==> src/tcn_pkg.sv <==
package tcn_pkg;

  localparam int unsigned TickW = 64;
  localparam int unsigned RateW = 32;
  localparam int unsigned ResW  = 30;

  // period divider: dividend is 1e9 + rate - 1, up to 33 bits, one bit per cycle
  localparam int unsigned PerDivW = RateW + 1;
  localparam int unsigned PerCntW = $clog2(PerDivW);

  localparam logic [ResW-1:0]  NsPerSec      = 30'd1000000000;
  localparam logic [RateW-1:0] RateAtReset   = 32'd1000000;
  localparam logic [ResW-1:0]  PeriodAtReset = 30'd1000;

  // rate register status handed from the period unit to the datapath
  typedef struct packed {
    logic             busy;
    logic [RateW-1:0] rate;
    logic [ResW-1:0]  period;
  } rate_status_t;

endpackage

==> src/tcn_mul.sv <==
module tcn_mul (
  input  logic                      clk_i,
  input  logic                      rst_ni,
  input  logic                      en_i,
  input  logic                      valid_i,
  input  logic [tcn_pkg::TickW-1:0] secs_i,
  input  logic [tcn_pkg::RateW-1:0] rem_i,
  input  logic                      ok_i,
  output logic                      valid_o,
  output logic [tcn_pkg::TickW-1:0] sec_ns_o,
  output logic [tcn_pkg::RateW+tcn_pkg::ResW-1:0] rem_ns_o,
  output logic                      ok_o
);
  import tcn_pkg::*;

  localparam int unsigned PW = RateW + ResW;

  logic          v1_q;
  logic          ok1_q;
  logic [PW-1:0] prem_q;
  logic [PW-1:0] plo_q;
  logic [RateW-1:0] phi_q;
  logic [PW-1:0] phi_full;

  assign phi_full = PW'(secs_i[TickW-1:RateW]) * PW'(NsPerSec);

  // first stage: three 32x30 products
  always_ff @(posedge clk_i) begin
    if (en_i) begin
      prem_q <= PW'(rem_i) * PW'(NsPerSec);
      plo_q  <= PW'(secs_i[RateW-1:0]) * PW'(NsPerSec);
      phi_q  <= phi_full[RateW-1:0];
      ok1_q  <= ok_i;
    end
  end

  // second stage: assemble seconds times 1e9, modulo 2^64
  always_ff @(posedge clk_i) begin
    if (en_i) begin
      sec_ns_o <= TickW'(plo_q) + {phi_q, {RateW{1'b0}}};
      rem_ns_o <= prem_q;
      ok_o     <= ok1_q;
    end
  end

  always_ff @(posedge clk_i or negedge rst_ni) begin
    if (!rst_ni) begin
      v1_q    <= 1'b0;
      valid_o <= 1'b0;
    end else if (en_i) begin
      v1_q    <= valid_i;
      valid_o <= v1_q;
    end
  end

endmodule

==> config.mk <==
export PLATFORM = sky130hd
export DESIGN_NAME = tcn_mul
export DESIGN_NICKNAME = d
export VERILOG_FILES = /design/src/tcn_pkg.sv /design/src/tcn_mul.sv
export SDC_FILE = /design/constraint.sdc
export NUM_CORES = 2
export LEC_CHECK = 0
export ABC_AREA = 1
export BUFFER_PORTS_ARGS = -buffer_cell sky130_fd_sc_hd__buf_2
export CORE_MARGIN = 5
export CORE_UTILIZATION = 33
export CTS_BUF_LIST = sky130_fd_sc_hd__clkbuf_4
export DETAILED_ROUTE_END_ITERATION = 12
export PLACE_DENSITY = 0.48
export SYNTH_ARGS = -nofsm -noshare
export SYNTH_HDL_FRONTEND = slang
export SYNTH_SLANG_ARGS = --single-unit
==> constraint.sdc <==
create_clock -name clk_i -period 2 [get_ports clk_i]
set_input_delay 0.3 -clock clk_i [delete_from_list [all_inputs] [get_ports clk_i]]
set_output_delay 0.3 -clock clk_i [all_outputs]
set_load 0.1 [all_outputs]
Yosys cells after proc, flatten, opt, wreduce, memory -nomap -nowiden
Index checks and enable logic that the tools add are counted.
{"block": "word_totals", "reg_bits": 250, "output_inout_bits": 128, "word_cells": 13}
{"block": "op_classes", "multipliers": 3, "add_sub_neg": 1}
{"operator": "$mul A32 B21 Y53 const B", "count": 2}
{"operator": "$add A62 B64 Y64", "count": 1}
{"operator": "$mul A32 B21 Y23 const B", "count": 1}

Longest topological paths before layout
{"block": "depth", "ltp_word": 1, "ltp_mapped": 24, "depth_no_buf": 24}

Worst setup path before layout
Ideal clock, no wire load.
{"block": "synth_timing", "path_kind": "input to register", "from": "input rem_i[5] (netlist name)", "to": "register prem_q[61], data pin", "setup_slack_ns": -3.347, "stages": 22, "arrival_time_ns": 5.095, "cell_sequence": "inv_1 > fa_1 > fa_1 > fa_1 > fa_1 > fa_1 > inv_1 > fa_1 > inv_1 > fa_1 > inv_1 > ha_1 > a21oi_1 > nor2_1 > nor2_1 > inv_1 > a21oi_1 > nor2_1 > o21ai_0 > nand3_1 > nand2_1 > nand2_1"}
{"block": "synth_via", "elab_chain_cells": 1}
{"item": "start: declaration", "line": "tcn_mul.sv:7", "rtl": "input logic [tcn_pkg::RateW-1:0] rem_i,"}
{"item": "$mul A32 B21 Y53", "line": "tcn_mul.sv:30", "rtl": "prem_q <= PW'(rem_i) * PW'(NsPerSec);"}
{"item": "end signal: assignment", "line": "tcn_mul.sv:30"}
{"item": "end: declaration", "line": "tcn_mul.sv:20", "rtl": "logic [PW-1:0] prem_q;"}
Every way passes these cells.
A chain may end at the register's enable or synchronous reset.

Worst setup path in the final report
{"block": "layout_timing", "from": "input secs_i[0] (netlist name)", "to": "register plo_q[40], data pin"}
{"block": "layout_via", "elab_chain_cells": 1}
{"item": "start: declaration", "line": "tcn_mul.sv:6", "rtl": "input logic [tcn_pkg::TickW-1:0] secs_i,"}
{"item": "$mul A32 B21 Y53", "line": "tcn_mul.sv:31", "rtl": "plo_q <= PW'(secs_i[RateW-1:0]) * PW'(NsPerSec);"}
{"item": "end signal: assignment", "line": "tcn_mul.sv:31"}
{"item": "end: declaration", "line": "tcn_mul.sv:21", "rtl": "logic [PW-1:0] plo_q;"}
Every way passes these cells.

==> impl_metrics.toml <==
[detailed_routing]
vias = 32322
dr.max_layer_used = "met5"
wl_um = 128000
vias_per_cell = 4.43
drt_iter0_markers = 1228
wl_met3_um = 5040
wl_met2_um = 58100
first_pass_iters = 5
postRouteAntennaNets = 0
drt-wirelength-per-cell_um = 17.5
drt-met1-wl_um = 62900
drc = 0

[synthesis]
yosys.area.top_type_share = 0.341
synth_seq_cells = 241
postSynthCellCount = 4340
syn_area_mm2 = 0.0417
syn_avg_cell_area_um2 = 9.61
ys_top_cells_by_area = "fa_1 (34%), ha_1 (20%), edfxtp_1 (17%), inv_1 (12%), nand2_1 (4.1%)"
yosysWarnings = 0
synth-seq-area-share = 0.173
synth_cell_type_count = 41
yosys.area.top_type = "fa_1"

[final_layout]
fillCellCount = 11685
nets = 7076
layout.cells.non_filler = 7304
syn_to_final_growth_pct = 48.2
drive_gt1_frac = 0.428

[run]
drv_cap = 0

[critical_path]
crit_path_end_kind = "flip-flop"
path_cells = "buf_8 -> fa_1 -> inv_2 -> fa_2 -> fa_2 -> fa_2 -> inv_2 -> fa_1 -> fa_2 -> fa_1 -> ha_4 -> nand2_4 -> buf_6 -> nor2_4 -> buf_6 -> a21oi_4 -> o21ai_4 -> a21oi_2 -> xnor2_2 -> buf_4"
crit_required_ns = 2.63
rr_worst_depth = 11
path_buf_inv = 6
path_max_fanout = 4
slowest_delay_ns = 0.59
cp_common_cell = "fa_2"
crit_type = "primary input to flip-flop"
cp.arrival_ns = 5.53
cp.depth = 20
critPathSlowestCell = "fa_2"
crit_family = "adder cells"
critPathLaunchType = "primary input"

[grt]
first_global_vias = 35459
grt_max_degree = 43
antenna_found_initial = 9
grt_usage = 0.197
overflow = 0
grt_pass1_wl_um = 201000

[place]
post-place-cells = 7069
routabilityCongestion = 0.899
numPortBuffers = 201
place_hpwl_um = 113000

[floorplan]
die_h_um = 366
rows = 130
pin_count = 229
core_mm2 = 0.126
dieArea_mm2 = 0.134
initial_core_util = 0.332
fp.dieW_um = 366

[clock_network]
numCtsBuffers = 71
htree_levels = 3
cts.reportedPaths.clkPinSlew_ns = 0.06
cts_tree = "done"
clock_sinks = 241
ctsRootBufferMaster = "clkbuf_4"
insertion_delay_ns = 0.93
cts_max_path_buffers = 3

[sta]
hold_viol = 0
setup_viol = 131
fin_ws_ns = -2.90
relSlewSlack = 0.569
fmax_mhz = 204
final.setup_skew_ns = 0.0901
min_period_ns = 4.90
slew_violations = 0
min_period_over_period = 2.45
worst_slew_pin_slew_ns = 0.638
rsz0062_at_grt = "yes"

[status]
run_status = "finished, violations left"
failed_checks = "setup timing"

[hold_path]
hp-class = "primary input to flip-flop"
hold_depth = 6
## cells in the mapped netlist (all sizes together)
| cell | n |
|---|---|
| o21ai | 105 |
| o21a | 5 |
| xnor2 | 42 |
| nor4 | 5 |
| o31ai | 3 |
| fa | 711 |
| a21boi | 8 |
| o21bai | 20 |
| ha | 659 |
| o311ai | 1 |
| buf | 18 |
| nand3 | 107 |
| o211ai | 2 |
| nor3 | 30 |
| dfrtp | 2 |
| inv | 1323 |
| or2 | 1 |
| a31oi | 12 |
| conb | 1 |
| nand4 | 41 |
| a21oi | 188 |
| a21o | 17 |
| nand3b | 4 |
| nor2 | 245 |
| edfxtp | 239 |
| nand2 | 459 |
| nand2b | 3 |
| xor2 | 86 |
| and3 | 3 |
## per-layer routing
metal | global-route usage | vias to the layer above
li1 | - | 15871
met1 | 0.288 | 15810
met2 | 0.317 | 519
met3 | 0.0250 | 112
met4 | 0.0339 | 10
met5 | 0 | -
## cell families after synthesis
family / Yosys count / share of synthesized area
other: 1 / 0.0000899
AO/OA/AOI/OAI: 361 / 0.0481
flip-flops: 241 / 0.173
adder cells (fa/ha/maj): 1370 / 0.539
XOR/XNOR: 128 / 0.0269
AND/OR/NAND/NOR: 898 / 0.0904
buffers and inverters: 1341 / 0.122
## stage by stage
step / instance area [um^2] / hold WS, ns / utilization / setup TNS (ns) / setup WS (ns)
after floorplan: 44600 / 0.00441 / - / -286.02 / -3.22
after global placement: 54400 / 0.0859 / 0.433 / -375.94 / -4.10
after detailed placement: 54400 / 0.0883 / 0.433 / -376.11 / -4.09
after CTS: 59200 / 0.00180 / 0.472 / -267.65 / -2.79
final: 61800 / 0.0988 / 0.492 / -261.04 / -2.90
after global routing: 61800 / 0.00923 / 0.492 / -274.54 / -2.97
## path summary, 6_finish.rpt
kind / from / endpoint / slack, ns
hold / removal: secs_i[0] / plo_q[9]$_DFFE_PP_ / 0.1
hold reg to reg: plo_q[11]$_DFFE_PP_ / sec_ns_o[11]$_DFFE_PP_ / 0.40
min in group asynchronous: rst_ni / valid_o$_DFFE_PN0P_ / 0.29
setup reg to reg: plo_q[42]$_DFFE_PP_ / sec_ns_o[59]$_DFFE_PP_ / -0.29
max in group asynchronous: rst_ni / v1_q$_DFFE_PN0P_ / 1.58
setup / recovery: secs_i[0] / plo_q[40]$_DFFE_PP_ / -2.90
## final cells by class
cell class | instances | area [um^2] | share of cell area
flip-flops and latches | 241 | 7230 | 0.117
diodes | 6 | 15.0 | 0.000243
well taps | 1650 | 2060 | 0.0334
repair buffers | 1193 | 9890 | 0.160
clock buffers | 93 | 698 | 0.0113
inverters | 1323 | 5030 | 0.0814
multi-input cells | 2775 | 36700 | 0.594
clock inverters | 23 | 168 | 0.00271
## flip-flops by register name, summed over array words and instances, names as in the netlist
signal    cells
valid_o       1
phi_q        23
ok_o          1
sec_ns_o     55
v1_q          1
rem_ns_o     53
prem_q       53
ok1_q         1
plo_q        53
## cells in the final DEF (no fill, tap or decap), drive strengths merged, types with 8 or more instances in the layout
cell type,Yosys,routed
a31oi,12,12
buf,18,1172
fa,711,711
clkinv,0,17
xnor2,42,42
nand3,107,107
clkbuf,0,96
inv,1323,1320
nand4,41,41
o21bai,20,20
nor3,30,30
ha,659,659
a21oi,188,188
conb,1,18
xor2,86,86
edfxtp,239,239
nor2,245,245
a21o,17,17
o21ai,105,105
a21boi,8,8
nand2,459,459
dlygate4sd3,0,18
## tightest hold or removal path, cell delays in order
cell and delay (ns):
buf_8 0.08, buf_6 0.10, buf_12 0.09, buf_8 0.09, buf_6 0.10, buf_4 0.10
## repair_timing
action	CTS	global route
buffers inserted	67	64
gates resized for setup	867	548
hold buffers	19	2
hold endpoints to repair	255	2
pin swaps	365	327
endpoints found under the setup margin	233	213
Power is not shown: default switching activity piles up to over one toggle a cycle in this logic, so the estimate is an artifact.
