[src/tcn_pkg.sv]
package tcn_pkg;

  localparam int unsigned TickW = 64;
  localparam int unsigned RateW = 32;
  localparam int unsigned ResW  = 30;

  // period divider: dividend is 1e9 + rate - 1, up to 33 bits, one bit per cycle
  localparam int unsigned PerDivW = RateW + 1;
  localparam int unsigned PerCntW = $clog2(PerDivW);

  localparam logic [ResW-1:0]  NsPerSec      = 30'd1000000000;
  localparam logic [RateW-1:0] RateAtReset   = 32'd1000000;
  localparam logic [ResW-1:0]  PeriodAtReset = 30'd1000;

  // rate register status handed from the period unit to the datapath
  typedef struct packed {
    logic             busy;
    logic [RateW-1:0] rate;
    logic [ResW-1:0]  period;
  } rate_status_t;

endpackage

[src/tcn_div_stage.sv]
module tcn_div_stage #(
  parameter int unsigned QW    = 64,
  parameter int unsigned STEPS = 2,
  parameter int unsigned SW    = 1
) (
  input  logic                      clk_i,
  input  logic                      rst_ni,
  input  logic                      en_i,
  input  logic [tcn_pkg::RateW-1:0] divisor_i,
  input  logic                      valid_i,
  input  logic [tcn_pkg::RateW-1:0] rem_i,
  input  logic [QW-1:0]             quo_i,
  input  logic [SW-1:0]             side_i,
  output logic                      valid_o,
  output logic [tcn_pkg::RateW-1:0] rem_o,
  output logic [QW-1:0]             quo_o,
  output logic [SW-1:0]             side_o
);
  import tcn_pkg::*;

  logic [RateW:0]   trial;
  logic [RateW:0]   diff;
  logic [RateW-1:0] rem_d;
  logic [QW-1:0]    quo_d;

  // restoring steps: dividend bits shift out the top, quotient bits in the bottom
  always_comb begin
    rem_d = rem_i;
    quo_d = quo_i;
    trial = '0;
    diff  = '0;
    for (int s = 0; s < STEPS; s++) begin
      trial = {rem_d, quo_d[QW-1]};
      diff  = trial - {1'b0, divisor_i};
      quo_d = {quo_d[QW-2:0], 1'b0};
      if (trial >= {1'b0, divisor_i}) begin
        rem_d    = diff[RateW-1:0];
        quo_d[0] = 1'b1;
      end else begin
        rem_d = trial[RateW-1:0];
      end
    end
  end

  always_ff @(posedge clk_i or negedge rst_ni) begin
    if (!rst_ni) begin
      valid_o <= 1'b0;
    end else if (en_i) begin
      valid_o <= valid_i;
    end
  end

  always_ff @(posedge clk_i) begin
    if (en_i) begin
      rem_o  <= rem_d;
      quo_o  <= quo_d;
      side_o <= side_i;
    end
  end

endmodule

[config.mk]
export PLATFORM = sky130hd
export DESIGN_NAME = tcn_div_stage
export DESIGN_NICKNAME = d
export VERILOG_FILES = /design/src/tcn_pkg.sv /design/src/tcn_div_stage.sv
export SDC_FILE = /design/constraint.sdc
export NUM_CORES = 1
export LEC_CHECK = 0
export ABC_AREA = 1
export BUFFER_PORTS_ARGS = -buffer_cell sky130_fd_sc_hd__buf_4
export CAP_MARGIN = 0
export CORE_AREA = 2 2 135 137
export DETAILED_ROUTE_END_ITERATION = 12
export DIE_AREA = 0 0 137 139
export GPL_ROUTABILITY_DRIVEN = 0
export PLACE_DENSITY = 0.78
export SLEW_MARGIN = 25
export SYNTH_ARGS = -nofsm -noshare
export SYNTH_HDL_FRONTEND = slang
export SYNTH_SLANG_ARGS = --single-unit
[constraint.sdc]
create_clock -name clk_i -period 0.8 [get_ports clk_i]
set_input_delay 0.16 -clock clk_i [delete_from_list [all_inputs] [get_ports clk_i]]
set_output_delay 0.16 -clock clk_i [all_outputs]
set_load 0.005 [all_outputs]
==> results of run 1 <==
[cell families after synthesis]
kind of cell / count (synthesis)
DFF: 98
and+or+nand+nor: 637
adders and majority gates: 66
muxes: 1
AOI/OAI and AO/OA: 125
xor gates and xnor gates: 42
buffers and inverters: 211
[what timing repair did]
| action | 4_1_cts |
|---|---|
| endpoints found under the setup margin | 132 |
| endpoints found under the hold margin | 9 |
| gates resized for setup | 128 |
| cloned | 3 |
| hold buffers | 9 |
| setup buffers | 18 |
| pin swaps | 25 |
[metrics by stage]
stage               setup WS, ns   util  area (sq um)
detailed placement         -3.19  0.775         13700
floorplan                  -2.48      -          9100
global placement           -3.09  0.775         13700
CTS                        -2.56  0.842         14900
[cells in the mapped netlist, types with 3 or more instances]
master | n | share of area
nand2_1 | 367 | 0.16
inv_1 | 188 | 0.083
nor2_1 | 110 | 0.048
edfxtp_1 | 97 | 0.34
nand3_1 | 93 | 0.055
ha_1 | 64 | 0.094
a21oi_1 | 54 | 0.032
nand4_1 | 26 | 0.019
o21ai_0 | 25 | 0.015
xor2_1 | 22 | 0.023
a21oi_2 | 20 | 0.021
xnor2_1 | 20 | 0.021
o21bai_1 | 9 | 0.0079
buf_6 | 7 | 0.0092
inv_2 | 7 | 0.0031
nor3_1 | 7 | 0.0041
nor2_2 | 6 | 0.0044
a21o_1 | 4 | 0.0035
a31oi_1 | 4 | 0.0029
buf_4 | 4 | 0.0035
nand2_2 | 4 | 0.0029
nand3_2 | 4 | 0.0047
nor4_1 | 4 | 0.0029
o21ai_2 | 4 | 0.0041
nand3b_1 | 3 | 0.0026
nand4_2 | 3 | 0.0044
[routing by layer]
metal / GRT usage / overflow
met1: 0.711 / 0
met2: 0.889 / 18
met3: 0.505 / 0
met4: 0.730 / 7
met5: 0.130 / 0
==> results.toml, run 1 <==
[outcome]
status = "aborted with a tool error"
haltStage = "global routing"
error = "[ERROR GRT-0232] Routing congestion too high. Check the congestion heatmap in the GUI."

[synth]
synth_warnings = 0
synth_area_per_cell_sq_um = 7.23
ys_types = 43
synth_edf_count = 97
synth_compound_area_frac = 0.0899
synthAdderAreaFrac = 0.0986
syn_nets = 1379
synthXorXnorAreaFrac = 0.0431
netlist_instances = 1180
yosys.area_share.simple = 0.322
netlist_area_sq_mm = 0.00853
muxShareOfSynthArea = 0.00132
ys.flop_type = "edfxtp_1"
synth_seq_area_share = 0.344
async_reset_ff_frac = 0.0102
ys_seq_elements = 98
synth_top_family_by_area = "simple AND/OR/NAND/NOR gates"

[floorplan]
initial_core_util = 0.483
die_h_microns = 139
dieWidth_microns = 137
rows = 49
ios = 231

[timing]
worst-ep-kind = "sequential cell input"
postGrtWorstEndpoint = "rem_o[27]$_DFFE_PP_/D"

[clocking]
cts_buffers = 9
clock_sinks = 98
ctsLongestPathBuffers = 2
cts-root-buf = "clkbuf_16"
htree_levels = 3

[placement]
dp.final_hpwl_microns = 27700
portBuffers = 230
dp.cells = 1980

[global_route]
grt-ovfl-total = 25
grt_use_total = 0.706
grt_max_degree = 41
==> inputs of run 2 (changes only) <==
- CORE_AREA: 2 2 135 137 -> 2 2 160 162
- DIE_AREA: 0 0 137 139 -> 0 0 162 164
- PLACE_DENSITY: 0.78 -> default
- PLACE_DENSITY_LB_ADDON: default -> 0.15
- clock period: 0.8 -> 1 ns (I/O delays scaled with it)
==> run 2 against run 1 <==
Compared with the run above: the flow now finishes, with violations (setup timing); area after synthesis unchanged; synthesized cell count did not move.
==> results.toml, run 2 <==
[clocking]
clock_latency_ns = 0.33
ctsLongestPathBuffers = 2
htree_levels = 3
path_clk_slew_ns = 0.07
cts-root-buf = "clkbuf_16"
clock_sinks = 98
cts_buffers = 9
cts_tree = "built"

[layout]
antenna_cells = 0
largest_register_ffs = 64
reg_top3 = "quo_o x64, rem_o x32"
regMostFlops = "quo_o"
area_growth_pct = 90.6
layout_commonest_cell = "buf_4"
final_layout_size_suffix_gt1_frac = 0.559
finalNetCount = 2045
final_cell_mix = "596 x buf_4, 262 x nand2_1, 150 x inv_1, 97 x edfxtp_1, 94 x nand2_2"
stdcell_area_sq_mm = 0.0163
fillCellCount = 2106

[setup_path]
critPathMaxFanout = 7
cp.arrival_ns = 3.58
crit_required_ns = 1.09
crit_path_top_delay_cell = "ha_4"
critPathKind = "primary input to flop"
crit_top_cell = "nand2_2"
startpoint_type = "primary input"
max_stage_delay_ns = 0.26
critPathCaptureType = "flop"

[synth]
synth_edf_count = 97
ys_types = 43
async_reset_ff_frac = 0.0102
ys.flop_type = "edfxtp_1"
synth_area_per_cell_sq_um = 7.23
synth_commonest_cells = "367 x nand2_1, 188 x inv_1, 110 x nor2_1"
ys_top_cells_by_area = "edfxtp_1 34%, nand2_1 16%, ha_1 9.4%"
syn_nets = 1379
yosysMostFrequentCell = "nand2_1"
netlist_area_sq_mm = 0.00853
yosysTopAreaCellShare = 0.341
synth_warnings = 0
ys_seq_elements = 98
synth_seq_area_share = 0.344
synth_area_leader_cell = "edfxtp_1"
netlist_instances = 1180

[timing]
hold_viol = 0
skew_ns = 0
max_freq_ghz = 0.287
final_max_slew_viol_count = 0
period_share = 3.49
setup-tns-final_ns = -84.62
max_slew_margin = 0.767
worstMarginPinSlew_ns = 0.347
period_minus_slack_ns = 3.49
grt_setup_unrepaired = "yes"
timing.final.ws_setup_ns = -2.49
setup_viol = 132

[detailed_routing]
ant_nets = 0
first_pass_iters = 5
remaining_drc_errors = 0
via_count = 10400
vias_per_cell = 4.77
wl_per_cell_microns = 15.9
drt_iter0_drc = 655
drt_wl_total_microns = 34800

[pwr]
leakagePower_nw = 7.91
p_per_area_mw_per_mm2 = 1410
peakVddDrop_mv = 0.984

[global_route]
grt_max_degree = 55
grt-ovfl-total = 0
grt_use_total = 0.255
grt_pass1_wl_microns = 52800
grt_pass1_vias = 10600
antenna_found_initial = 0

[placement]
placed_area_sq_mm = 0.0139
dp.final_hpwl_microns = 28100
portBuffers = 230

[run]
maxCapViolCount = 0

[hold_path]
hp-class = "primary input to flop"

[outcome]
status = "finished, violations left"
violations = "setup timing"

[floorplan]
initial_core_util = 0.344
die_area_sq_mm = 0.0266
die_h_microns = 164
core_sq_mm = 0.0248
ios = 231
rows = 58
dieWidth_microns = 162
-- run 2: cell counts after synthesis --
No cell type changed its count.
-- run 2: critical path: cells and delay by family --
family	cells	cell delay, ns
AO/OA/AOI/OAI	2	0.34
adder cells (fa/ha/maj)	2	0.51
buffers and inverters	8	1.06
AND/OR/NAND/NOR	16	1.45
-- run 2: routing by layer --
| layer | share of wire | GRT usage |
|---|---|---|
| met1 | 0.40 | 0.301 |
| met3 | 0.046 | 0.0217 |
| met2 | 0.51 | 0.471 |
| met4 | 0.041 | 0.111 |
| met5 | 0 | 0 |
-- run 2: cells by family (layout without fill, tap and decap cells) --
| family | count (synthesis) | in the layout | share of synthesized area |
|---|---|---|---|
| and+or+nand+nor | 637 | 638 | 0.322 |
| buffers and inverters | 211 | 881 | 0.101 |
| AOI/OAI and AO/OA | 125 | 125 | 0.0899 |
| DFF | 98 | 98 | 0.344 |
| adders and majority gates | 66 | 66 | 0.0986 |
| xor gates and xnor gates | 42 | 42 | 0.0431 |
| muxes | 1 | 1 | 0.00132 |
-- run 2: path summary, 6_finish.rpt --
check | slack (ns) | cells past startpoint | from | end
setup / recovery | -2.49 | 28 | rem_i[22] | rem_o[22]
hold / removal | 0.04 | 1 | quo_i[30] | quo_o[32]
setup reg to reg | 0.23 | 1 | valid_o | valid_o
hold reg to reg | 0.56 | 1 | valid_o | valid_o
max in group asynchronous | 0.73 | 2 | rst_ni | valid_o
min in group asynchronous | 0.18 | 2 | rst_ni | valid_o
-- run 2: through the flow --
stage | utilization | cells | total power, W | hold slack (ns) | setup WS (ns)
finish | 0.655 | 2181 | 0.0229 | 0.0365 | -2.49
floorplan | - | 1180 | 0.0109 | -0.0956 | -2.32
global placement | 0.561 | 2094 | 0.0166 | -0.0243 | -3.16
global route | 0.655 | 2181 | 0.0243 | 0.0179 | -2.62
detailed placement | 0.561 | 2094 | 0.0168 | -0.0201 | -3.13
CTS | 0.620 | 2159 | 0.0216 | 0.0229 | -2.49
-- run 2: repair_timing --
| item | in CTS | in global routing |
|---|---|---|
| resized for setup | 174 | 198 |
| hold endpoints to repair | 1 | 0 |
| setup buffers | 43 | 26 |
| hold buffers | 1 | 0 |
| gates cloned | 6 | 0 |
| setup endpoints to repair | 132 | 132 |
| pin swaps | 18 | 91 |
-- run 2: final cells by class --
type | count | area [sq um] | area share
Multi-Input combinational cell | 872 | 6420 | 0.395
Timing Repair Buffer | 669 | 5440 | 0.334
Sequential cell | 98 | 2940 | 0.181
Inverter | 196 | 759 | 0.0467
Tap cell | 330 | 413 | 0.0254
Clock buffer | 9 | 225 | 0.0139
Clock inverter | 7 | 58.8 | 0.00362
-- run 2: power breakdown --
| group | total [W] | internal, W | switching (W) |
|---|---|---|---|
| combinational | 0.0141 | 0.00735 | 0.00671 |
| sequential | 0.00561 | 0.00538 | 0.000231 |
| clock | 0.00320 | 0.00173 | 0.00147 |
| total | 0.0229 | 0.0145 | 0.00842 |
Power figures use the tool's default switching activity.
==> inputs of run 3 (changes only) <==
- CORE_AREA: 2 2 160 162 -> 2 2 131 197
- DIE_AREA: 0 0 162 164 -> 0 0 133 199
==> run 3 against run 2 <==
Compared with the run above: highest routed layer unchanged; combinational power about the same; cell area decreased by 0.20%; sequential cell count unchanged; critical path type unchanged; critical path depth unchanged; utilization about the same; non-clock buffer count decreased by 5; worst hold slack got worse by 0.0059 ns; sequential power about the same; clock power increased by 1%; the run still ends with setup timing left; die area decreased by 0.38%.
==> results.toml, run 3 (synthesis results as in run 2) <==
[outcome]
status = "finished, violations left"
violations = "setup timing"

[setup_path]
critPathCaptureType = "flop"
critPathKind = "primary input to flop"
cpLargestDelayFamily = "simple AND/OR/NAND/NOR gates"
cp.depth = 28
reg2reg_to = "valid_o"
reg2reg_depth = 1
cp.arrival_ns = 3.78
crit_start = "divisor_i[11]"
path_buf_inv = 8
ff2ff_setup_slack_ns = 0.24
max_stage_delay_ns = 0.32
crit_required_ns = 1.09
worstSetupEndpoint = "rem_o[16]"
crit_path_top_delay_cell = "ha_4"
critPathMaxFanout = 6
r2r-start = "valid_o"
startpoint_type = "primary input"

[timing]
worstMarginPinSlew_ns = 0.425
grt_setup_unrepaired = "yes"
period_share = 3.69
setup_viol = 132
max_freq_ghz = 0.271
final_max_slew_viol_count = 0
timing.final.ws_setup_ns = -2.69
period_minus_slack_ns = 3.69
max_slew_margin = 0.715
hold_viol = 0
skew_ns = 0
setup-tns-final_ns = -91.26

[detailed_routing]
vias_per_cell = 4.81
ant_nets = 0
wl_per_cell_microns = 16.7
via_count = 10500
drt_wl_total_microns = 36300
drt_iter0_drc = 365
remaining_drc_errors = 0
first_pass_iters = 5

[global_route]
antenna_found_initial = 0
grt_use_total = 0.257
grt_max_degree = 43
grt_pass1_vias = 10400
grt-ovfl-total = 0
grt_pass1_wl_microns = 52300

[clocking]
clock_latency_ns = 0.34
htree_levels = 3
cts_tree = "built"
clock_sinks = 98
cts_buffers = 9
ctsLongestPathBuffers = 2
path_clk_slew_ns = 0.07
cts-root-buf = "clkbuf_16"

[layout]
largest_register_ffs = 64
finalNetCount = 2040
reg_top3 = "quo_o x64, rem_o x32"
final_cell_mix = "608 x buf_4, 255 x nand2_1, 148 x inv_1, 97 x edfxtp_1, 95 x nand2_2"
regMostFlops = "quo_o"
final_cells = 2174
layout_commonest_cell = "buf_4"
antenna_cells = 0
final_layout_size_suffix_gt1_frac = 0.560
area_growth_pct = 90.2

[pwr]
p_per_area_mw_per_mm2 = 1420
finalPower_w = 0.0230
peakVddDrop_mv = 0.977
leakagePower_nw = 7.95

[placement]
dp.cells = 2099
dp.final_hpwl_microns = 29100
portBuffers = 230

[floorplan]
initial_core_util = 0.344
rows = 71
die_h_microns = 199
core_sq_mm = 0.0248
dieWidth_microns = 133
ios = 231
die_area_sq_mm = 0.0265

[hold_path]
hp-class = "primary input to flop"

[run]
maxCapViolCount = 0
run 3: timing repair:
action | CTS | global route
hold buffers | 1 | 0
resized for setup | 120 | 235
endpoints found under the hold margin | 1 | 0
cloned | 5 | 4
endpoints found under the setup margin | 132 | 132
pin swaps | 11 | 45
buffers inserted | 27 | 26
run 3: cell type report:
cell class | count | area (sq um)
clock buffer | 12 | 256
fill | 2061 | 8560
multi-input combinational | 872 | 6380
sequential | 98 | 2940
timing repair buffer | 664 | 5420
inverter | 196 | 779
tap | 328 | 410
clock inverter | 4 | 32.5
run 3: worst min-delay path by stage:
stage,from,end,cells past startpoint
final,quo_i[15],quo_o[17],1
after global routing,quo_i[36],quo_o[38],1
after CTS,quo_i[16],quo_o[18],1
after detailed placement,rst_ni,valid_o,1
after global placement,rst_ni,valid_o,1
after floorplan,rst_ni,valid_o,0
run 3: through the flow:
step | util | cell area (sq um) | setup slack [ns] | hold WS (ns)
after global placement | 0.566 | 14000 | -3.18 | -0.0244
after floorplan | - | 9100 | -2.32 | -0.0956
after detailed placement | 0.566 | 14000 | -3.26 | -0.0202
after CTS | 0.610 | 15100 | -2.56 | 0.0143
final | 0.654 | 16200 | -2.69 | 0.0306
after global routing | 0.654 | 16200 | -2.81 | 0.0129
run 3: layer usage:
metal | wire length, microns | GRT usage | part of all wire
met1 | 12400 | 0.248 | 0.34
met2 | 19900 | 0.511 | 0.55
met3 | 1540 | 0.0270 | 0.042
met4 | 2500 | 0.167 | 0.069
met5 | 0 | 0 | 0
run 3: power breakdown:
part,switching (W),internal [W]
clock,0.00140,0.00184
combinational,0.00685,0.00733
sequential,0.000214,0.00538
