## src/tcn_pkg.sv

```systemverilog
package tcn_pkg;

  localparam int unsigned TickW = 64;
  localparam int unsigned RateW = 32;
  localparam int unsigned ResW  = 30;

  // period divider: dividend is 1e9 + rate - 1, up to 33 bits, one bit per cycle
  localparam int unsigned PerDivW = RateW + 1;
  localparam int unsigned PerCntW = $clog2(PerDivW);

  localparam logic [ResW-1:0]  NsPerSec      = 30'd1000000000;
  localparam logic [RateW-1:0] RateAtReset   = 32'd1000000;
  localparam logic [ResW-1:0]  PeriodAtReset = 30'd1000;

  // rate register status handed from the period unit to the datapath
  typedef struct packed {
    logic             busy;
    logic [RateW-1:0] rate;
    logic [ResW-1:0]  period;
  } rate_status_t;

endpackage

```

## src/tcn_period.sv

```systemverilog
module tcn_period (
  input  logic                   clk_i,
  input  logic                   rst_ni,
  input  logic                   wr_valid_i,
  input  logic [tcn_pkg::RateW-1:0] wr_data_i,
  output logic                   wr_ready_o,
  output tcn_pkg::rate_status_t  status_o
);
  import tcn_pkg::*;

  logic [RateW-1:0]   rate_q;
  logic [ResW-1:0]    period_q;
  logic               busy_q;
  logic [PerCntW-1:0] cnt_q;
  logic [RateW-1:0]   rem_q;
  logic [PerDivW-1:0] quo_q;
  logic [PerDivW-1:0] trial;
  logic [PerDivW-1:0] diff;
  logic [RateW-1:0]   rem_d;
  logic [PerDivW-1:0] quo_d;

  // one restoring step of ceil(1e9 / rate)
  always_comb begin
    trial = {rem_q, quo_q[PerDivW-1]};
    diff  = trial - {1'b0, rate_q};
    quo_d = {quo_q[PerDivW-2:0], 1'b0};
    if (trial >= {1'b0, rate_q}) begin
      rem_d    = diff[RateW-1:0];
      quo_d[0] = 1'b1;
    end else begin
      rem_d = trial[RateW-1:0];
    end
  end

  // take a rate beat, then iterate until the period is known
  always_ff @(posedge clk_i or negedge rst_ni) begin
    if (!rst_ni) begin
      rate_q   <= RateAtReset;
      period_q <= PeriodAtReset;
      busy_q   <= 1'b0;
      cnt_q    <= '0;
    end else if (wr_valid_i && !busy_q) begin
      rate_q <= wr_data_i;
      cnt_q  <= '0;
      if (wr_data_i == '0) begin
        period_q <= '0;
      end else begin
        busy_q <= 1'b1;
      end
    end else if (busy_q) begin
      cnt_q <= cnt_q + 1'b1;
      if (cnt_q == PerCntW'(PerDivW - 1)) begin
        busy_q   <= 1'b0;
        period_q <= quo_d[ResW-1:0];
      end
    end
  end

  // divider working registers
  always_ff @(posedge clk_i) begin
    if (wr_valid_i && !busy_q) begin
      rem_q <= '0;
      quo_q <= PerDivW'(NsPerSec) + PerDivW'(wr_data_i) - PerDivW'(1);
    end else if (busy_q) begin
      rem_q <= rem_d;
      quo_q <= quo_d;
    end
  end

  assign wr_ready_o      = !busy_q;
  assign status_o.busy   = busy_q;
  assign status_o.rate   = rate_q;
  assign status_o.period = period_q;

endmodule

```

## config.mk

```make
export PLATFORM = sky130hd
export DESIGN_NAME = tcn_period
export DESIGN_NICKNAME = d
export VERILOG_FILES = /design/src/tcn_pkg.sv /design/src/tcn_period.sv
export SDC_FILE = /design/constraint.sdc
export NUM_CORES = 1
export LEC_CHECK = 0
export ABC_AREA = 1
export BUFFER_PORTS_ARGS = -buffer_cell sky130_fd_sc_hd__buf_4
export CORE_AREA = 2 2 147 149
export DETAILED_ROUTE_END_ITERATION = 10
export DIE_AREA = 0 0 149 151
export RECOVER_POWER = 100
export SETUP_SLACK_MARGIN = 0.05
export SLEW_MARGIN = 10
export SYNTH_ARGS = -nofsm -noshare
export SYNTH_HDL_FRONTEND = slang
export SYNTH_SLANG_ARGS = --single-unit
```

## constraint.sdc

```tcl
create_clock -name clk_i -period 3.2 [get_ports clk_i]
set_input_delay 0.64 -clock clk_i [delete_from_list [all_inputs] [get_ports clk_i]]
set_output_delay 0.64 -clock clk_i [all_outputs]
set_load 0.01 [all_outputs]
```

==> Yosys cells after proc, flatten, opt, wreduce, memory -nomap -nowiden <==
Cells that the tools add are included.
{ "totals": {"regBits": 134, "input_bits": 35} }
{ "classes": {"n_addsub": 4, "magnitude_cmp": 1, "n_eq_ne": 3, "muxes": 14, "reduce_logical": 6} }
{ "ops": {"columns": ["cell", "n"], "rows": [
  ["2-to-1 mux 30 bit", 4],
  ["2-to-1 mux 33 bit", 2],
  ["adder 30 x 32 -> 33 bit, first input constant", 1],
  ["greater-or-equal comparator 33 x 32 -> 1 bit", 1],
  ["subtractor 33 x 1 -> 33 bit, second input constant", 1],
  ["logical NOT 32 bit", 1],
  ["2-to-1 mux 32 bit", 1],
  ["subtractor 32 bit", 1],
  ["2-to-1 mux 6 bit", 2],
  ["adder 6 x 1 -> 6 bit, second input constant", 1],
  ["== test 6 bit, second input constant", 1],
  ["2-to-1 mux 1 bit", 5],
  ["inequality test 2 bit, second input constant", 2],
  ["nonzero test 2 bit", 2],
  ["AND reduction 3 bit", 1],
  ["logical AND 1 bit", 1],
  ["logical NOT 1 bit", 1]
]} }

==> Depth between registers and ports, before layout <==
Gate-level depths: netlist of run 1.
{ "depth": {"ltp_word": 5, "ltp_mapped": 17, "depth_no_buf": 16} }

==> Least setup slack after synthesis of run 1 <==
OpenSTA, ideal clock, no wires.
{ "synth_timing": {"path_kind": "input to register", "startpoint": "input wr_valid_i", "endpoint": "register quo_q[0], enable pin", "setup_ns": 0.411, "t_arrival_ns": 1.936, "t_required_ns": 2.789, "setup_slack_ns": 0.853, "path_stages": 3, "cell_sequence": "nor2_1 inv_1 clkbuf_1"} }
{ "synth_via": {"elab_chain_cells": 2} }
{ "synth_rtl": {"columns": ["element", "line", "text"], "rows": [
  ["from (decl)", "tcn_period.sv:4", "input logic wr_valid_i,"],
  ["logical AND 1 bit", "tcn_period.sv:61", "if (wr_valid_i && !busy_q) begin"],
  ["nonzero test 2 bit (no source line)", null, null],
  ["to (signal assigned)", "tcn_period.sv:63", "quo_q <= PerDivW'(NsPerSec) + PerDivW'(wr_data_i) - PerDivW'(1);"],
  ["to (signal assigned)", "tcn_period.sv:66", "quo_q <= quo_d;"],
  ["to (decl)", "tcn_period.sv:16", "logic [PerDivW-1:0] quo_q;"]
]} }
No other way between the ends.
A chain may end at the register's enable or synchronous reset.

==> Final worst setup path of run 1 <==
{ "layout_timing": {"startpoint": "register busy_q", "endpoint": "register quo_q[22], enable pin"} }
{ "layout_via": {"elab_chain_cells": 3} }
{ "layout_rtl": {"columns": ["element", "line", "text"], "rows": [
  ["from (decl)", "tcn_period.sv:13", "logic busy_q;"],
  ["from (signal assigned)", "tcn_period.sv:40", "busy_q <= 1'b0;"],
  ["from (signal assigned)", "tcn_period.sv:48", "busy_q <= 1'b1;"],
  ["from (signal assigned)", "tcn_period.sv:53", "busy_q <= 1'b0;"],
  ["logical NOT 1 bit", "tcn_period.sv:61", null],
  ["logical AND 1 bit", "tcn_period.sv:61", null],
  ["nonzero test 2 bit (no source line) *", null, null]
]} }
Mark *: on every way between the ends. The rest lies on a longest branch, timed or not.

==> results of run 1 <==
[metrics by stage]
| stage | setup WS, ns | cells | utilization | hold slack, ns | cell area, um^2 |
|---|---|---|---|---|---|
| final | 0.358 | 1774 | 0.508 | 0.469 | 10600 |
| after global routing | 0.129 | 1774 | 0.508 | 0.479 | 10600 |
| after CTS | 0.490 | 1774 | 0.521 | 0.379 | 10800 |
| after detailed placement | 0.513 | 1742 | 0.492 | 0.458 | 10200 |
| after global placement | 0.520 | 1742 | 0.492 | 0.458 | 10200 |
| after floorplan | 0.853 | 1396 | - | 0.344 | 9270 |
[cell families after synthesis]
logic type / share of synthesized area
compound gates: 0.0960
xor+xnor: 0.0180
fa+ha+maj: 0.0508
buf+inv: 0.113
flops: 0.364
simple gates: 0.358
[flip-flops by register name, indices dropped and copies added (netlist names)]
register and cells:
busy_q 1, rate_q 32, quo_q 33, rem_q 32
period_q 30, cnt_q 6
[cell type report]
class | count | area [um^2]
fill | 2254 | 10200
multi-input combinational | 997 | 4830
sequential | 134 | 3370
inverter | 228 | 856
timing repair buffer | 108 | 572
clock buffer | 17 | 425
tap | 275 | 344
clock inverter | 15 | 176
[power by group through the flow]
stage / sequential (mW) / clock (mW) / combinational [mW]
2_1_floorplan: 3.33 / 0 / 5.68
3_3_place_gp: 3.27 / 0 / 8.24
3_5_place_dp: 3.29 / 0 / 8.27
4_1_cts: 3.27 / 2.06 / 8.31
5_1_grt: 3.34 / 2.14 / 9.12
6_report: 3.25 / 2.04 / 8.02
[worst max-delay path, cell delays in order (launching register included)]
cell and delay, ns:
dfrtp_1 0.34, clkbuf_2 0.67, nor2_1 0.14, inv_1 0.97, clkbuf_2 0.40
[path summary, 6_finish.rpt]
path,endpoint,cells after the start,from,slack [ns]
setup reg to reg,quo_q[22],4,busy_q,0.36
setup / recovery,quo_q[22],4,busy_q,0.36
max in group asynchronous,rate_q[21],1,rst_ni,1.41
hold / removal,rate_q[2],3,wr_data_i[2],0.47
min in group asynchronous,period_q[2],1,rst_ni,0.69
hold reg to reg,rem_q[13],2,rem_q[13],0.47
[routing by layer]
metal / wire, um / share of wire / GRT usage / vias up
met3: 1720 / 0.056 / 0.0407 / 23
met5: 0 / 0 / 0 / -
met4: 338 / 0.011 / 0.0600 / 0
met2: 13800 / 0.44 / 0.441 / 255
met1: 15100 / 0.49 / 0.418 / 4207
li1: - / - / - / 4611
[cells in the mapped netlist (2+ instances only)]
cell type / instances
nor4_1: 3
o21ai_1: 32
buf_1: 5
dfxtp_1: 32
nand4_1: 18
and2_1: 3
nor2_2: 7
nand2_1: 480
nand2_2: 5
clkinv_1: 6
clkbuf_1: 17
xnor2_1: 13
buf_6: 4
dfstp_2: 13
xor2_1: 6
o21bai_1: 6
nand3_1: 126
nor3_1: 14
inv_1: 213
a31oi_1: 4
inv_2: 9
dfrtp_1: 56
nor2_8: 2
o21a_1: 3
nor2_1: 97
ha_1: 36
nand3b_1: 15
a21oi_1: 40
edfxtp_1: 33
buf_2: 6
o21ai_0: 66
buf_4: 5
o211ai_1: 8
==> results.sh, run 1 <==
export IMPL_status="complete, but fails checks"
export IMPL_violations="max-capacitance violations, max-slew violations"
export IMPL_wirelength_um=30900
export IMPL_ctsHoldBuffers=0
export IMPL_dieArea_mm2=0.0225
export IMPL_fmax_mhz=352
export IMPL_fp_dieH_um=151
export IMPL_fin_setup_tns_ns=0
export IMPL_synth_top_area_cell="nand2_1"
export IMPL_htree_num_levels=4
export IMPL_clock_skew_ns=0.0107
export IMPL_seqPwrFrac=0.244
export IMPL_dpl_hpwl_um=24400
export IMPL_clockBufferDepth=2
export IMPL_finalCriticalPeriod_ns=2.84
export IMPL_p_leak_nw=5.49
export IMPL_root_buffer="clkbuf_16"
export IMPL_rsz0062_at_grt="false"
export IMPL_antenna_found_initial=0
export IMPL_gp_congestion=0.941
export IMPL_cp_end_kind="register"
export IMPL_synthTopCellsByArea="nand2_1 19%, dfrtp_1 15%, edfxtp_1 11%"
export IMPL_p_comb_frac=0.602
export IMPL_ys_types=46
export IMPL_insertion_delay_ns=0.43
export IMPL_drv_cap=3
export IMPL_core_rowCount=53
export IMPL_ys_flop_type="dfrtp_1"
export IMPL_power_switching_mw=6.70
export IMPL_peakVddDrop_mv=0.523
export IMPL_antenna_left=0
export IMPL_synth_edff_count=33
export IMPL_maxSlewViolCount=146
export IMPL_cts_buffers=17
export IMPL_worst_hold_path_type="primary input to register"
export IMPL_area_growth_pct=14.2
export IMPL_worstPathRequired_ns=3.32
export IMPL_async_reset_ff_frac=0.515
export IMPL_yosysSeqAreaShare=0.364
export IMPL_cp_start_kind="register"
export IMPL_yosys_warnings=0
export IMPL_cp_max_fo=37
export IMPL_p_int_mw=6.61
export IMPL_period_share=0.888
export IMPL_dr_pass1_iters=5
export IMPL_drive_gt1_frac=0.0747
export IMPL_drt_initial_drc_count=701
export IMPL_drt_wirelength_per_cell_um=17.4
export IMPL_p_total_mw=13.3
export IMPL_overflow=0
export IMPL_initial_core_util=0.445
export IMPL_synth_fp_nets=1468
export IMPL_tightestPinTransition_ns=1.87
export IMPL_power_frac_clock=0.154
export IMPL_synth_seq_cells=134
export IMPL_max_slew_margin_rel=-0.248
export IMPL_clkSinkCount=134
export IMPL_mostFrequentLayoutCells="482 x nand2_1, 214 x inv_1, 126 x nand3_1"
export IMPL_synth_area_mm2=0.00927
export IMPL_num_vias=9096
export IMPL_postCtsSetupRepairBufs=0
export IMPL_grt_max_degree=70
export IMPL_cts_tree="done"
export IMPL_die_width_um=149
export IMPL_grt_pass1_wl_um=48000
export IMPL_port_buffer_count=98
export IMPL_io_pins=99
export IMPL_layout_commonest_cell="nand2_1"
export IMPL_drc=0
export IMPL_hold_violations=0
export IMPL_core_mm2=0.0208
export IMPL_clk_pin_slew_worst_paths_ns=0.07
export IMPL_grt_usage=0.283
export IMPL_diodes=0
export IMPL_crit_type="register to register"
export IMPL_cts_resized=0
export IMPL_power_density_mw_per_mm2=1260
export IMPL_final_nets=1558
export IMPL_grt_pass1_vias=8279
export IMPL_setup_violations=0
export IMPL_critical_path_arrival_ns=2.96
export IMPL_swShare=0.503
export IMPL_avgViaCountPerCell=5.13
export IMPL_synthCells=1396
export IMPL_synth_top_area_share=0.194
export IMPL_avgSynthCellArea_um2=6.64
(Power assumes the default switching activity.)
==> run 2, diff against run 1 <==
--- a/config.mk
+++ b/config.mk
@@ -10,6 +10,7 @@
 export CORE_AREA = 2 2 147 149
 export DETAILED_ROUTE_END_ITERATION = 10
 export DIE_AREA = 0 0 149 151
+export PLACE_DENSITY = 0.65
 export RECOVER_POWER = 100
 export SETUP_SLACK_MARGIN = 0.05
 export SLEW_MARGIN = 10
==> constraint.sdc (replaced) <==
create_clock -name clk_i -period 2.5 [get_ports clk_i]
set_input_delay 0.5 -clock clk_i [delete_from_list [all_inputs] [get_ports clk_i]]
set_output_delay 0.5 -clock clk_i [all_outputs]
set_load 0.01 [all_outputs]
==> run 2 against run 1 <==
The run now ends clean; clock-buffer cell count is the same; combinational power grew 48%; flip-flop and latch count is the same; non-clock buffer count grew 32; sequential share of layout area shrank 1.8 points; final cell count grew 1.9%; core utilization grew 3.0 points; critical path depth is the same; via count grew 2.8%; register-to-register slack lost 0.22 ns.
==> results.sh, run 2 (synthesis gave the netlist of run 1 again) <==
export IMPL_status="finished clean"
export IMPL_path_delay_family="buffers and inverters"
export IMPL_worstPathRequired_ns=2.55
export IMPL_antenna_left=0
export IMPL_hold_slack_ns=0.257
export IMPL_die_width_um=149
export IMPL_gp_congestion=0.987
export IMPL_grt_pass1_vias=8595
export IMPL_fmax_mhz=423
export IMPL_largest_reg_flops=33
export IMPL_final_nets=1592
export IMPL_htree_num_levels=4
export IMPL_maxSlewViolCount=0
export IMPL_layout_commonest_cell="nand2_1"
export IMPL_period_share=0.946
export IMPL_initial_core_util=0.445
export IMPL_core_rowCount=53
export IMPL_clockBufferDepth=2
export IMPL_peakVddDrop_mv=0.882
export IMPL_dieArea_mm2=0.0225
export IMPL_cp_end_kind="register"
export IMPL_power_density_mw_per_mm2=1650
export IMPL_max_slew_margin_rel=0.204
export IMPL_insertion_delay_ns=0.42
export IMPL_r2r_slack_ns=0.14
export IMPL_avgViaCountPerCell=5.17
export IMPL_fillCellCount=2185
export IMPL_grt_pass1_wl_um=48200
export IMPL_max_stage_delay_ns=0.56
export IMPL_multi_input_area_mm2=0.00513
export IMPL_antenna_found_initial=0
export IMPL_fp_dieH_um=151
export IMPL_cp_max_fo=37
export IMPL_worst_hold_path_type="primary input to asynchronous set/reset pin"
export IMPL_regArea_mm2=0.00337
export IMPL_clk_pin_slew_worst_paths_ns=0.06
export IMPL_dr_pass1_iters=6
export IMPL_crit_type="register to register"
export IMPL_setup_ws_ns=0.136
export IMPL_clock_skew_ns=0.0113
export IMPL_place_ws_ns=-0.0558
export IMPL_drv_cap=0
export IMPL_tightestPinTransition_ns=1.19
export IMPL_diodes=0
export IMPL_clkSinkCount=134
export IMPL_drc=0
export IMPL_timing_rr_start="busy_q"
export IMPL_path_buf_inv=3
export IMPL_critical_path_arrival_ns=2.41
export IMPL_drt_wirelength_per_cell_um=17.5
export IMPL_drt_initial_drc_count=773
export IMPL_cts_buffers=17
export IMPL_mostFrequentLayoutCells="463 x nand2_1, 209 x inv_1, 126 x nand3_1"
export IMPL_cts_tree="done"
export IMPL_hold_violations=0
export IMPL_p_leak_nw=5.71
export IMPL_area_growth_pct=20.9
export IMPL_overflow=0
export IMPL_r2r_end="quo_q[15]"
export IMPL_slowest_stage="inv_1"
export IMPL_rsz0062_at_grt="true"
export IMPL_io_pins=99
export IMPL_finalCriticalPeriod_ns=2.36
export IMPL_setup_violations=0
export IMPL_dp_cells=1768
export IMPL_crit_chain="buf_4 > nor2_1 > inv_1 > clkbuf_2"
export IMPL_core_mm2=0.0208
export IMPL_cp_start_kind="register"
export IMPL_root_buffer="clkbuf_16"
export IMPL_port_buffer_count=98
export IMPL_rr_worst_depth=4
export IMPL_dpl_hpwl_um=24500
export IMPL_grt_max_degree=59
export IMPL_crit_start="busy_q"
export IMPL_regMostFlops="quo_q"
export IMPL_grt_usage=0.282
export IMPL_num_vias=9355
export IMPL_drive_gt1_frac=0.131
export IMPL_fin_cells=1808
export IMPL_reg_top3="quo_q: 33 flops, rate_q: 32 flops, rem_q: 32 flops"
export IMPL_ctsHoldBuffers=0
export IMPL_wirelength_um=31700
-- run 2: cell count changes in the layout (fill, tap and decap cells not counted), moves of 13 or more --
cell	delta
buf_4	+21
nand2_2	+15
o21ai_1	+13
nand2_1	-19
o21ai_0	-14
ha_1	-17
-- run 2: power breakdown --
group,internal (mW),switching [mW]
Clock,1.39,1.04
Sequential,3.53,0.671
Combinational,4.42,7.48
-- run 2: cell type report --
type	count	share of cell area
Clock buffer	17	0.0380
Multi-Input combinational cell	999	0.458
Timing Repair Buffer	140	0.0826
Clock inverter	15	0.0130
Tap cell	275	0.0307
Sequential cell	134	0.301
Inverter	228	0.0764
-- run 2: worst max path at each step --
stage	to	slack, ns	cells after the start
floorplan	quo_q[0]	0.28	15
global placement	rem_q[27]	-0.03	17
detailed placement	rem_q[27]	-0.06	17
CTS	rem_q[27]	0.04	17
global route	rem_q[27]	0.02	13
finish	quo_q[15]	0.14	4
-- run 2: through the flow --
stage | setup TNS, ns | cell area, um^2 | total power [mW] | utilization
floorplan | 0 | 9270 | 11.5 | -
global placement | -0.0745 | 10500 | 15.2 | 0.504
detailed placement | -0.156 | 10500 | 15.3 | 0.504
CTS | 0 | 11100 | 18.0 | 0.534
global route | 0 | 11200 | 20.2 | 0.538
finish | 0 | 11200 | 18.5 | 0.538
-- run 2: routing by layer --
metal,part of all wire,up-vias,GRT usage
li1,-,4689,-
met1,0.48,4330,0.409
met2,0.45,312,0.445
met3,0.063,24,0.0470
met4,0.012,0,0.0552
met5,0,-,0
-- run 2: timing repair --
action	in CTS	in global routing
cloned	1	2
pin swaps	2	8
endpoints found under the setup margin	24	34
gates resized for setup	11	64
hold endpoints to repair	0	0
buffers inserted	2	3
